## src/lru_key_tracker_assert.svh

```systemverilog
// ----------------------------------------------------------------------------
// lru_key_tracker assertion macros
// Shared concurrent assertion forms for the tracker modules.
// ----------------------------------------------------------------------------
`ifndef LRU_KEY_TRACKER_ASSERT_SVH
`define LRU_KEY_TRACKER_ASSERT_SVH

// same-cycle implication, disabled during reset
`define LKT_ASSERT_NOW(label, clk, rst_n, ante, cons, msg) \
    label: assert property (@(posedge clk) disable iff (!rst_n) (ante) |-> (cons)) \
        else $error(msg);

// next-cycle implication, disabled during reset
`define LKT_ASSERT_NXT(label, clk, rst_n, ante, cons, msg) \
    label: assert property (@(posedge clk) disable iff (!rst_n) (ante) |=> (cons)) \
        else $error(msg);

`endif

```

## src/lkt_pkg.sv

```systemverilog
// ----------------------------------------------------------------------------
// lkt_pkg
// Types and constants shared by the LRU key tracker controller and datapath.
// ----------------------------------------------------------------------------
package lkt_pkg;

    localparam int unsigned EVK_BITS  = 16;   // width of the reported evicted key
    localparam int unsigned CFG_BITS  = 4;    // width of the capacity register
    localparam logic [CFG_BITS-1:0] CFG_RESET = 4'd8;

    typedef enum logic [1:0] {
        S_IDLE,
        S_SCAN,
        S_DRAIN,
        S_COMMIT
    } t_lkt_state;

    // controller -> datapath
    typedef struct packed {
        logic load_key;
        logic scan_clr;
        logic scan_step;
        logic commit;
    } t_lkt_cmd;

    // datapath -> controller
    typedef struct packed {
        logic last_addr;
        logic out_free;
    } t_lkt_sts;

endpackage

```

## src/lkt_ctrl.sv

```systemverilog
// ----------------------------------------------------------------------------
// lkt_ctrl
// Sequencer for one access: accept, scan the key store, drain, commit.
// ----------------------------------------------------------------------------
`include "lru_key_tracker_assert.svh"

module lkt_ctrl
    import lkt_pkg::*;
(
    input  logic     i_clk,
    input  logic     i_rst_n,
    input  logic     i_in_valid,
    output logic     o_in_ready,
    input  t_lkt_sts i_sts,
    output t_lkt_cmd o_cmd
);

    t_lkt_state r_state;
    t_lkt_state n_state;

    always_ff @(posedge i_clk) begin
        if (!i_rst_n) begin
            r_state <= S_IDLE;
        end else begin
            r_state <= n_state;
        end
    end

    always_comb begin
        n_state    = r_state;
        o_cmd      = '0;
        o_in_ready = 1'b0;
        unique case (r_state)
            S_IDLE: begin
                o_in_ready = 1'b1;
                if (i_in_valid) begin
                    o_cmd.load_key = 1'b1;
                    o_cmd.scan_clr = 1'b1;
                    n_state        = S_SCAN;
                end
            end
            S_SCAN: begin
                o_cmd.scan_step = 1'b1;
                if (i_sts.last_addr) begin
                    n_state = S_DRAIN;
                end
            end
            // last read word is compared here
            S_DRAIN: begin
                n_state = S_COMMIT;
            end
            S_COMMIT: begin
                if (i_sts.out_free) begin
                    o_cmd.commit = 1'b1;
                    n_state      = S_IDLE;
                end
            end
            default: begin
                n_state = S_IDLE;
            end
        endcase
    end

    `LKT_ASSERT_NXT(a_accept_starts_scan, i_clk, i_rst_n,
        (r_state == S_IDLE) && i_in_valid, r_state == S_SCAN,
        "accepted item did not start a scan")
    `LKT_ASSERT_NXT(a_scan_ends, i_clk, i_rst_n,
        (r_state == S_SCAN) && i_sts.last_addr, r_state == S_DRAIN,
        "scan did not end at last address")
    `LKT_ASSERT_NXT(a_commit_returns, i_clk, i_rst_n,
        (r_state == S_COMMIT) && i_sts.out_free, r_state == S_IDLE,
        "commit did not return to idle")

endmodule

```

## src/lkt_dpath.sv

```systemverilog
// ----------------------------------------------------------------------------
// lkt_dpath
// Key store, recency ranks, scan registers, capacity register and result
// register of the LRU key tracker.
// ----------------------------------------------------------------------------
`include "lru_key_tracker_assert.svh"

module lkt_dpath
    import lkt_pkg::*;
#(
    parameter int unsigned MAX_ENTRIES = 8,
    parameter int unsigned KEY_BITS    = 16
) (
    input  logic                i_clk,
    input  logic                i_rst_n,
    input  t_lkt_cmd            i_cmd,
    output t_lkt_sts            o_sts,
    input  logic [KEY_BITS-1:0] i_key,
    input  logic                i_cfg_wr_en,
    input  logic [CFG_BITS-1:0] i_cfg_wr_data,
    output logic                o_out_valid,
    input  logic                i_out_ready,
    output logic                o_out_hit,
    output logic                o_out_evicted,
    output logic [EVK_BITS-1:0] o_out_evicted_key
);

    localparam int unsigned IW = $clog2(MAX_ENTRIES);
    localparam int unsigned FW = $clog2(MAX_ENTRIES + 1);
    localparam int unsigned CW = (FW > CFG_BITS) ? FW : CFG_BITS;

    // key store: one read and one write port
    logic [KEY_BITS-1:0] r_mem [0:MAX_ENTRIES-1];
    logic [KEY_BITS-1:0] r_rd_data;

    logic [KEY_BITS-1:0]    r_key;
    logic [IW-1:0]          r_scan_idx;
    logic [IW-1:0]          r_cmp_idx;
    logic                   r_cmp_vld;
    logic                   r_hit_fnd;
    logic [IW-1:0]          r_hit_idx;
    logic [IW-1:0]          r_hit_rank;
    logic                   r_lru_fnd;
    logic [IW-1:0]          r_lru_idx;
    logic [IW-1:0]          r_lru_rank;
    logic [KEY_BITS-1:0]    r_lru_key;
    logic                   r_free_fnd;
    logic [IW-1:0]          r_free_idx;
    logic [MAX_ENTRIES-1:0] r_valid;
    logic [IW-1:0]          r_rank [0:MAX_ENTRIES-1];
    logic [FW-1:0]          r_fill;
    logic [CFG_BITS-1:0]    r_cfg;
    logic                   r_out_vld;
    logic                   r_out_hit;
    logic                   r_out_evd;
    logic [EVK_BITS-1:0]    r_out_key;

    logic                         cmp_valid;
    logic [IW-1:0]                cmp_rank;
    logic [CW-1:0]                cap_eff;
    logic                         full;
    logic                         do_evict;
    logic                         do_ins;
    logic [IW-1:0]                ins_slot;
    logic [KEY_BITS+EVK_BITS-1:0] lru_key_ext;

    assign o_sts.last_addr = (r_scan_idx == IW'(MAX_ENTRIES - 1));
    assign o_sts.out_free  = !r_out_vld || i_out_ready;

    assign cmp_valid = r_valid[r_cmp_idx];
    assign cmp_rank  = r_rank[r_cmp_idx];

    // capacity of zero acts as one, above the store size as the store size
    always_comb begin
        if (r_cfg == '0) begin
            cap_eff = CW'(1);
        end else if (CW'(r_cfg) > CW'(MAX_ENTRIES)) begin
            cap_eff = CW'(MAX_ENTRIES);
        end else begin
            cap_eff = CW'(r_cfg);
        end
    end

    assign full        = CW'(r_fill) >= cap_eff;
    assign do_evict    = !r_hit_fnd && full && r_lru_fnd;
    assign do_ins      = !r_hit_fnd && (do_evict || r_free_fnd);
    assign ins_slot    = do_evict ? r_lru_idx : r_free_idx;
    assign lru_key_ext = {{EVK_BITS{1'b0}}, r_lru_key};

    always_ff @(posedge i_clk) begin
        r_rd_data <= r_mem[r_scan_idx];
        if (i_cmd.commit && do_ins) begin
            r_mem[ins_slot] <= r_key;
        end
    end

    // scan: address issued one cycle, word compared the next
    always_ff @(posedge i_clk) begin
        if (!i_rst_n) begin
            r_cmp_vld <= 1'b0;
        end else begin
            r_cmp_vld <= i_cmd.scan_step;
        end
        if (i_cmd.load_key) begin
            r_key <= i_key;
        end
        r_cmp_idx <= r_scan_idx;
        if (i_cmd.scan_clr) begin
            r_scan_idx <= '0;
            r_hit_fnd  <= 1'b0;
            r_lru_fnd  <= 1'b0;
            r_free_fnd <= 1'b0;
        end else begin
            if (i_cmd.scan_step) begin
                r_scan_idx <= r_scan_idx + IW'(1);
            end
            if (r_cmp_vld) begin
                if (cmp_valid && (r_rd_data == r_key) && !r_hit_fnd) begin
                    r_hit_fnd  <= 1'b1;
                    r_hit_idx  <= r_cmp_idx;
                    r_hit_rank <= cmp_rank;
                end
                // ties go to the later slot
                if (cmp_valid && (!r_lru_fnd || (cmp_rank >= r_lru_rank))) begin
                    r_lru_fnd  <= 1'b1;
                    r_lru_idx  <= r_cmp_idx;
                    r_lru_rank <= cmp_rank;
                    r_lru_key  <= r_rd_data;
                end
                if (!cmp_valid && !r_free_fnd) begin
                    r_free_fnd <= 1'b1;
                    r_free_idx <= r_cmp_idx;
                end
            end
        end
    end

    // rank lanes
    always_ff @(posedge i_clk) begin
        if (!i_rst_n) begin
            r_valid <= '0;
            r_fill  <= '0;
            for (int i = 0; i < MAX_ENTRIES; i++) begin
                r_rank[i] <= '0;
            end
        end else if (i_cmd.commit) begin
            if (r_hit_fnd) begin
                for (int i = 0; i < MAX_ENTRIES; i++) begin
                    if (IW'(i) == r_hit_idx) begin
                        r_rank[i] <= '0;
                    end else if (r_valid[i] && (r_rank[i] < r_hit_rank)) begin
                        r_rank[i] <= r_rank[i] + IW'(1);
                    end
                end
            end else if (do_ins) begin
                for (int i = 0; i < MAX_ENTRIES; i++) begin
                    if (IW'(i) == ins_slot) begin
                        r_valid[i] <= 1'b1;
                        r_rank[i]  <= '0;
                    end else if (r_valid[i]) begin
                        r_rank[i] <= r_rank[i] + IW'(1);
                    end
                end
                // an eviction reuses its slot, so the fill stays put
                if (!do_evict) begin
                    r_fill <= r_fill + FW'(1);
                end
            end
        end
    end

    always_ff @(posedge i_clk) begin
        if (!i_rst_n) begin
            r_cfg <= CFG_RESET;
        end else if (i_cfg_wr_en) begin
            r_cfg <= i_cfg_wr_data;
        end
    end

    always_ff @(posedge i_clk) begin
        if (!i_rst_n) begin
            r_out_vld <= 1'b0;
        end else if (i_cmd.commit) begin
            r_out_vld <= 1'b1;
        end else if (i_out_ready) begin
            r_out_vld <= 1'b0;
        end
        if (i_cmd.commit) begin
            r_out_hit <= r_hit_fnd;
            r_out_evd <= do_evict;
            r_out_key <= do_evict ? lru_key_ext[EVK_BITS-1:0] : '0;
        end
    end

    assign o_out_valid       = r_out_vld;
    assign o_out_hit         = r_out_hit;
    assign o_out_evicted     = r_out_evd;
    assign o_out_evicted_key = r_out_key;

    `LKT_ASSERT_NOW(a_fill_matches_valid, i_clk, i_rst_n,
        1'b1, $countones(r_valid) == 32'(r_fill),
        "fill count differs from number of valid slots")
    `LKT_ASSERT_NXT(a_hit_no_evict, i_clk, i_rst_n,
        i_cmd.commit && r_hit_fnd,
        r_out_vld && r_out_hit && !r_out_evd && (r_out_key == '0),
        "hit result carries an eviction")
    `LKT_ASSERT_NXT(a_evict_keeps_fill, i_clk, i_rst_n,
        i_cmd.commit && do_evict, r_fill == $past(r_fill),
        "eviction changed the fill count")

endmodule

```

## src/lru_key_tracker.sv

```systemverilog
// ----------------------------------------------------------------------------
// lru_key_tracker
// Fully associative least-recently-used tracker for bare keys.
// ----------------------------------------------------------------------------
// Each item on the s_axis side is one access carrying a key. Each access gives
// exactly one item on the m_axis side: tuser[0] is set on a hit, tuser[1] when
// the least recently used key was evicted, and tdata then holds that key.
// A miss inserts the key as most recently used; once the fill reaches the
// capacity in the configuration register, the oldest key is evicted first.
// The capacity is written through i_cfg_wr_en / i_cfg_wr_data; the user must
// write it only while idle, as the block itself does not enforce this.
// An accepted item is scanned against the key store one slot a cycle through
// its single read port, and the next item is taken only once the previous
// one has been committed.
// The result sits in an output register; a new item is accepted while it
// waits, and only the commit of that next item waits for the register to free.
// Reset (synchronous, active low) empties the tracker and sets the capacity to
// 8; the key store itself is not cleared, no slot is marked valid.
// ----------------------------------------------------------------------------
module lru_key_tracker
    import lkt_pkg::*;
#(
    parameter int unsigned MAX_ENTRIES = 8,
    parameter int unsigned KEY_BITS    = 16
) (
    input  logic                                i_clk,
    input  logic                                i_rst_n,
    input  logic                                s_axis_tvalid,
    output logic                                s_axis_tready,
    input  logic [((KEY_BITS + 7) / 8) * 8-1:0] s_axis_tdata,  // access_key
    output logic                                m_axis_tvalid,
    input  logic                                m_axis_tready,
    output logic [EVK_BITS-1:0]                 m_axis_tdata,  // evicted_key
    output logic [1:0]                          m_axis_tuser,  // hit, evicted
    input  logic                                i_cfg_wr_en,
    input  logic [CFG_BITS-1:0]                 i_cfg_wr_data
);

    t_lkt_cmd cmd;
    t_lkt_sts sts;

    lkt_ctrl u_ctrl (
        .i_clk      (i_clk),
        .i_rst_n    (i_rst_n),
        .i_in_valid (s_axis_tvalid),
        .o_in_ready (s_axis_tready),
        .i_sts      (sts),
        .o_cmd      (cmd)
    );

    lkt_dpath #(
        .MAX_ENTRIES (MAX_ENTRIES),
        .KEY_BITS    (KEY_BITS)
    ) u_dpath (
        .i_clk             (i_clk),
        .i_rst_n           (i_rst_n),
        .i_cmd             (cmd),
        .o_sts             (sts),
        .i_key             (s_axis_tdata[KEY_BITS-1:0]),
        .i_cfg_wr_en       (i_cfg_wr_en),
        .i_cfg_wr_data     (i_cfg_wr_data),
        .o_out_valid       (m_axis_tvalid),
        .i_out_ready       (m_axis_tready),
        .o_out_hit         (m_axis_tuser[0]),
        .o_out_evicted     (m_axis_tuser[1]),
        .o_out_evicted_key (m_axis_tdata)
    );

endmodule

```

## config.mk

```make
export PLATFORM = sky130hd
export DESIGN_NAME = lru_key_tracker
export DESIGN_NICKNAME = d
export VERILOG_FILES = /design/src/lkt_pkg.sv /design/src/lkt_ctrl.sv /design/src/lkt_dpath.sv /design/src/lru_key_tracker.sv
export VERILOG_INCLUDE_DIRS = /design/src /design/src/src
export SDC_FILE = /design/constraint.sdc
export NUM_CORES = 1
export LEC_CHECK = 0
export BUFFER_PORTS_ARGS = -buffer_cell sky130_fd_sc_hd__buf_2
export CAP_MARGIN = 25
export CELL_PAD_IN_SITES_DETAIL_PLACEMENT = 2
export CELL_PAD_IN_SITES_GLOBAL_PLACEMENT = 2
export CORE_MARGIN = 2
export CORE_UTILIZATION = 46
export CTS_CLUSTER_DIAMETER = 200
export DETAILED_ROUTE_END_ITERATION = 16
export GPL_ROUTABILITY_DRIVEN = 1
export GPL_TIMING_DRIVEN = 0
export PLACE_DENSITY = 0.87
export SYNTH_ARGS = -nofsm -noshare
export SYNTH_HDL_FRONTEND = slang
export SYNTH_SLANG_ARGS = --single-unit
```

## constraint.sdc

```tcl
create_clock -name i_clk -period 4.5 [get_ports i_clk]
set_clock_uncertainty 0.05 [all_clocks]
set_input_delay 0.675 -clock i_clk [delete_from_list [all_inputs] [get_ports i_clk]]
set_output_delay 0.675 -clock i_clk [all_outputs]
set_load 0.03 [all_outputs]
```

=== Word level (Yosys, flattened, before mapping) ===
Memories as Yosys holds them, arrays and structs flattened. A register that Yosys moved wholly into a read port is not among the register bits.
Cells that the tools add are included.

* Output and inout port bits: 20
* Word-level logic and storage cells: 398
* ROM bits: 0
* RAM bits: 152
* Input bits: 25
* Memories: 2
* Bits in latches: 0
* Register bits: 94

{| class="wikitable"
|+ Memory list
! name !! words !! bits a word !! rd ports !! clocked after memory_dff !! write ports !! line !! RTL
|-
| u_dpath.r_mem || 8 || 16 || 1 || 1 || 1 || lkt_dpath.sv:33 || <nowiki>logic [KEY_BITS-1:0] r_mem [0:MAX_ENTRIES-1];</nowiki>
|-
| u_dpath.r_rank || 8 || 3 || 9 || 1 || 8 || lkt_dpath.sv:50 || <nowiki>logic [IW-1:0] r_rank [0:MAX_ENTRIES-1];</nowiki>
|}

* Shifts and indexed selects: 0
* Eq/ne operators: 22
* $mul: 0
* Div/mod/pow operators: 0
* Bitwise gates (word level): 35
* Add/sub/neg operators: 10
* Mux-type cells: 244
* Reductions and logical operators: 45
* $lt $le $gt $ge: 12

{| class="wikitable"
|+ Operators by type and width
! kind !! number
|-
| two-way mux 1 bit || 202
|-
| two-way mux 3 bit || 33
|-
| AND reduction 4 bit || 9
|-
| OR 1 bit || 32
|-
| adder 3 x 1 -> 3 bit, second input constant || 9
|-
| == test 3 bit, first input constant || 8
|-
| less-than comparator 3 bit || 8
|-
| == test 16 bit || 1
|-
| logical AND 1 bit || 16
|-
| == test 2 x 3 -> 1 bit, first input constant || 4
|-
| AND reduction 3 bit || 4
|-
| two-way mux 2 bit || 5
|-
| two-way mux 4 bit || 2
|-
| case mux 2 bit (4 select lines) || 1
|-
| == test 1 x 3 -> 1 bit, first input constant || 2
|-
| logical NOT 3 bit || 2
|-
| != test 2 bit, second input constant || 3
|-
| AND reduction 2 bit || 3
|-
| logical NOT 1 bit || 5
|-
| adder 4 x 1 -> 4 bit, second input constant || 1
|-
| == test 2 bit, second input constant || 2
|-
| >= comparator 4 bit || 1
|-
| greater-than comparator 4 bit, second input constant || 1
|-
| logical NOT 4 bit || 1
|-
| 9 further kinds || 13
|}

=== Logic depth before layout (Yosys ltp) ===
* Word-level depth: 16
* Mapped depth: 11
* Depth with buffers taken out: 10

=== Modules after synthesis ===
Synthesis repeated with hierarchy kept, for this count alone.

* Cell total of the unflattened synthesis: 690
* Area total of the unflattened synthesis: 11,086.9 um^2

{| class="wikitable"
|+ Modules (own cells, without submodules)
! module !! sequential area each (um^2) !! times used !! area an instance (um^2) !! cells an instance
|-
| lkt_dpath || 7,377.1 || 1 || 10,909.2 || 669
|-
| lkt_ctrl || 40.0 || 1 || 177.7 || 21
|}

=== Worst setup path before layout ===
OpenSTA, ideal clock, no wires.

* Path type: register to register
* From: register u_dpath.r_cmp_idx[0]
* To: register u_dpath.r_lru_idx[0] (enable)
* Path buffers: 1
* Clock period less this slack: 3.421 ns
* Arrival time: 2.956 ns
* Stages on the path, launching flop included: 8
* Setup slack: 1.079 ns
* Cell sequence: dfxtp_1 > buf_6 > mux4_2 > mux2_2 > ha_1 > a21boi_0 > o21ai_0 > a31oi_1

* Longest elaborated chain between the ends: 4

{| class="wikitable"
|+ Ends and longest elaborated chain
! item !! line !! RTL
|-
| from (decl) || lkt_dpath.sv:38 || <nowiki>logic [IW-1:0] r_cmp_idx;</nowiki>
|-
| from (signal assigned) || lkt_dpath.sv:107 || <nowiki>r_cmp_idx <= r_scan_idx;</nowiki>
|-
| binary-select mux 1 bit (select 3 bit) || lkt_dpath.sv:70 || <nowiki>assign cmp_valid = r_valid[r_cmp_idx];</nowiki>
|-
| two-way mux 1 bit (not written as such) || lkt_dpath.sv:70 ||
|-
| logical AND 1 bit || lkt_dpath.sv:124 || <nowiki>if (cmp_valid && (!r_lru_fnd || (cmp_rank >= r_lru_rank))) begin</nowiki>
|-
| AND reduction 3 bit (no source line) || -- ||
|-
| to (signal assigned) || lkt_dpath.sv:126 || <nowiki>r_lru_idx <= r_cmp_idx;</nowiki>
|-
| to (decl) || lkt_dpath.sv:44 || <nowiki>logic [IW-1:0] r_lru_idx;</nowiki>
|}

No other way between the ends. The select of a mux whose other input is x is not followed.
A chain may end at the register's enable or synchronous reset.

=== Final worst setup path ===
* From: register u_dpath.r_cfg[3]
* To: memory u_dpath.r_mem[3][15] (enable)

* Longest elaborated chain between the ends: 11
* Elaborated cells on any way between the ends: 13
* Classes of those cells: 2 x order compare; 5 x mux; 6 x reduce/logical

{| class="wikitable"
|+ Ends and longest elaborated chain
! item !! line !! RTL
|-
| from (decl) || lkt_dpath.sv:52 || <nowiki>logic [CFG_BITS-1:0] r_cfg;</nowiki>
|-
| from (signal assigned) || lkt_dpath.sv:176 || <nowiki>r_cfg <= i_cfg_wr_data;</nowiki>
|-
| greater-than comparator 4 bit || lkt_dpath.sv:77 || <nowiki>end else if (CW'(r_cfg) > CW'(MAX_ENTRIES)) begin</nowiki>
|-
| two-way mux 4 bit || lkt_dpath.sv:77 ||
|-
| two-way mux 4 bit (*) || lkt_dpath.sv:75 || <nowiki>if (r_cfg == '0) begin</nowiki>
|-
| >= comparator 4 bit (*) || lkt_dpath.sv:84 || <nowiki>assign full = CW'(r_fill) >= cap_eff;</nowiki>
|-
| logical AND 1 bit (*) (2 in series) || lkt_dpath.sv:85 || <nowiki>assign do_evict = !r_hit_fnd && full && r_lru_fnd;</nowiki>
|-
| logical OR 1 bit || lkt_dpath.sv:86 || <nowiki>assign do_ins = !r_hit_fnd && (do_evict || r_free_fnd);</nowiki>
|-
| logical AND 1 bit || lkt_dpath.sv:86 ||
|-
| logical AND 1 bit || lkt_dpath.sv:92 || <nowiki>if (i_cmd.commit && do_ins) begin</nowiki>
|-
| two-way mux 1 bit || lkt_dpath.sv:92 ||
|-
| two-way mux 1 bit (not written as such) || lkt_dpath.sv:93 || <nowiki>r_mem[ins_slot] <= r_key;</nowiki>
|-
| to (decl) || lkt_dpath.sv:33 ||
|}

Mark *: on every way between the ends. The rest lies on a longest branch, timed or not.

==> impl_metrics.csv <==
group,metric,value,unit
clock_network,cts.sinks,262,
sta,max_freq,250.9,MHz
logic_synthesis,synth_nets,786,
finish,fillers,2103,
job,maxCapViolations,0,
clock_network,cts_buffer_depth,3,
floorplanning,ios,45,
setup_path,crit_top_cell,"nand2_1",
logic_synthesis,synthArstFlopShare,0,%
clock_network,cts_tree,"yes",
finish,nNetsFinal,865,
sta,hold_violations,0,
clock_network,cts_buffers,28,
setup_path,path_buf_inv,3,
setup_path,startpoint_type,"flip-flop",
setup_path,critPathLaunch,"u_dpath.r_cfg[3]$_SDFFE_PN1P_",
placement,placed_cells,1096,
logic_synthesis,synth_area,11280,um^2
floorplanning,start_util,46.64,%
route,drtPass1Iterations,6,
placement,hpwl,25040,um
placement,gp_congestion,0.8160,
logic_synthesis,ys_seq_elements,262,
route,vias,7400,
route,dr.first_iter.drc_count,719,
sta,slew_viol_final,0,
setup_path,cp_data_arrival_time,4190,ps
route,wirelength,38870,um
logic_synthesis,synth_edf_count,217,
worst_hold_path,min_from,"s_axis_tdata[14]",
floorplanning,coreArea,24180,um^2
route,wl_met2,19880,um
clock_network,hold_buffers,0,
setup_path,reg2reg_depth,10,
route,drc,0,
grt,grt_usage,30.53,%
floorplanning,die_h,160.6,um
setup_path,crit_family,"simple AND/OR/NAND/NOR gates",
clock_network,clk_pin_slew_worst_paths,60,ps
grt,grt_max_degree,23,
run_status,status,"finished, final reports clean",
route,wl_per_cell,33.86,um
sta,fin_crit,3986,ps
placement,pre_cts_ws,826.5,ps
setup_path,crit_type,"flip-flop to flip-flop",
sta,setup_violations,0,
sta,fin_ws,514.0,ps
power_and_ir_drop,ir_drop,0.3736,mV
finish,antenna_cells,0,
setup_path,max_stage_delay,840,ps
floorplanning,fp.dieArea,25780,um^2
setup_path,rrSetupSlack,510,ps
finish,fin_cells,1148,
route,ant_nets,0,
clock_network,cts-root-buf,"clkbuf_16",
route,wl_met1,14330,um
logic_synthesis,seq_area_frac_synth,65.78,%
placement,numPortBuffers,42,
setup_path,crit_chain,"inv_1 > nand2_1 > ha_1 > o211a_1 > a21oi_4 > a21oi_2 > buf_2 > nand2_1 > nor2_2 > buf_8",
power_and_ir_drop,p_per_area,500.3,nW/um^2
clock_network,postCtsSetupBuffers,0,
worst_hold_path,hp-class,"input pin to flip-flop",
setup_path,worstPathMaxFanout,10,
sta,rsz0062_at_grt,"no",
route,wl_met3,2862,um
route,topRoutingLayerUsed,"met4",
worst_hold_path,min_to,"u_dpath.r_key[14]$_DFFE_PP_",
clock_network,ctsResizeCount,0,
logic_synthesis,yosysUniqueCellTypes,64,
floorplanning,chipWidth,160.6,um
sta,timing.final.crit_share,88.58,%
clock_network,htreeDepth,1,
sta,relSlewSlack,30.32,%
logic_synthesis,syn_area_per_cell,15.60,um^2
logic_synthesis,ys_warn_count,0,
finish,drive_above_1_share,23.67,%
finish,area_delta_synth_final,15.07,%
sta,whs,250.8,ps
logic_synthesis,ys.flop_type,"edfxtp_1",
setup_path,timing.rr.start,"u_dpath.r_cfg[3]$_SDFFE_PN1P_",
sta,tightest_slew,1037,ps
grt,antenna_found_initial,0,
route,vias_per_cell,6.446,
grt,overflow,0,
worst_hold_path,holdPathStages,1,
grt,first_global_vias,8189,
setup_path,end_kind,"flip-flop",
clock_network,worstSkewPairLatency,560,ps
sta,setup_tns,0,ps
grt,grt_pass1_wl,56750,um
setup_path,crit_required,4700,ps
floorplanning,num_rows,57,
setup_path,r2r_end,"u_dpath.r_mem[3][15]$_DFFE_PP_",
logic_synthesis,syn_inst,723,
power_and_ir_drop,p_leak,4.523,nW
setup_path,critPathSlowestCell,"nor2_2",
-- worst max path at each step --
stage	end	slack, ps	cells after the start
finish	u_dpath.r_mem[3][15]$_DFFE_PP_	510	10
CTS	u_dpath.r_mem[3][15]$_DFFE_PP_	710	10
detailed placement	u_dpath.r_mem[3][15]$_DFFE_PP_	830	8
global route	u_dpath.r_mem[3][15]$_DFFE_PP_	430	11
floorplan	u_dpath.r_lru_idx[0]$_DFFE_PP_	1080	7
global placement	u_dpath.r_lru_key[5]$_DFFE_PP_	-10	7
-- registers in the layout, indices dropped and copies added (netlist names), 4 cells and up --
register	count
u_dpath.r_rd_data	16
u_dpath.r_valid	8
u_dpath.r_lru_key	16
u_dpath.r_key	16
u_dpath.o_out_evicted_key	16
u_dpath.r_rank	24
u_dpath.r_mem	128
u_dpath.r_fill	4
u_dpath.r_cfg	4
-- layout make-up --
type	instances	area [um^2]	area share, %
tap	324	405.4	3.124
multi-input combinational	406	3631	27.98
inverter	25	93.84	0.7232
buffer	30	168.9	1.302
timing repair buffer	49	327.8	2.527
sequential	262	7417	57.17
clock inverter	16	158.9	1.225
clock buffer	36	772.0	5.950
-- cell usage after synthesis (7+ instances only) --
library cell | n | area share [%]
inv_1 | 23 | 0.77
edfxtp_1 | 217 | 58
buf_2 | 9 | 0.40
nand2_1 | 28 | 0.93
dfxtp_1 | 45 | 8.0
mux4_2 | 40 | 8.0
nor2b_1 | 8 | 0.44
clkbuf_1 | 12 | 0.40
and3_1 | 17 | 0.94
mux2i_1 | 7 | 0.62
mux2_2 | 19 | 1.9
a31oi_1 | 7 | 0.39
a21o_1 | 12 | 0.80
ha_1 | 38 | 4.2
nand4_1 | 17 | 0.94
nand2b_1 | 16 | 0.89
nor2_1 | 33 | 1.1
a21oi_1 | 12 | 0.53
o21ai_0 | 23 | 1.0
xor2_1 | 22 | 1.7
nand3_1 | 9 | 0.40
a211oi_1 | 8 | 0.53
nor3_1 | 13 | 0.58
-- per-layer routing --
layer	up-vias	GRT usage, %
met3	118	5.759
met4	0	14.00
met1	3891	36.56
met5	-	0
li1	2986	-
met2	405	53.64
-- cells in the final DEF, fill, tap and decap left out, types with 7 or more instances in the layout --
master     Yosys  layout
a21o_1        12      12
inv_1         23      23
nand4_1       17      17
dfxtp_1       45      45
a21oi_1       12      12
ha_1          38      38
nor2_1        33      28
mux4_2        40      40
clkbuf_1      12      17
buf_2          9      51
mux2_2        19      19
o21ai_0       23      23
clkbuf_16      0      29
a211oi_1       8       8
nand2_1       28      28
nor3_1        13      13
edfxtp_1     217     217
nor2b_1        8       8
nand2b_1      16      16
nand3_1        9       9
xor2_1        22      22
mux2i_1        7       7
and3_1        17      17
-- through the flow --
| stage | area, um^2 | power (mW) | utilization (%) |
|---|---|---|---|
| 6_report | 12970 | 6.492 | 53.67 |
| 3_5_place_dp | 12040 | 4.097 | 49.82 |
| 5_1_grt | 12970 | 6.665 | 53.67 |
| 2_1_floorplan | 11280 | 3.695 | - |
| 4_1_cts | 12970 | 6.502 | 53.67 |
| 3_3_place_gp | 11890 | 3.952 | 49.18 |
-- power breakdown --
part	switching, mW	internal, mW
clock	1.01	1.38
sequential	0.191	2.85
combinational	0.626	0.439
total	1.83	4.67
-- worst register-to-register path, cell delays in order, from the launching register on --
cell     delay [ps]
dfxtp_1         330
inv_1           150
nand2_1         100
ha_1            350
o211a_1         260
a21oi_4         140
a21oi_2         520
buf_2           430
nand2_1         260
nor2_2          840
buf_8           260
-- kinds of logic after synthesis --
group | after synthesis | share of synthesized area [%]
xor gates and xnor gates | 25 | 1.942
muxes | 66 | 10.51
AOI/OAI and AO/OA | 113 | 7.346
adders and majority gates | 38 | 4.217
and+or+nand+nor | 164 | 7.878
buffers and inverters | 55 | 2.330
DFF | 262 | 65.78
(Power assumes the default switching activity.)
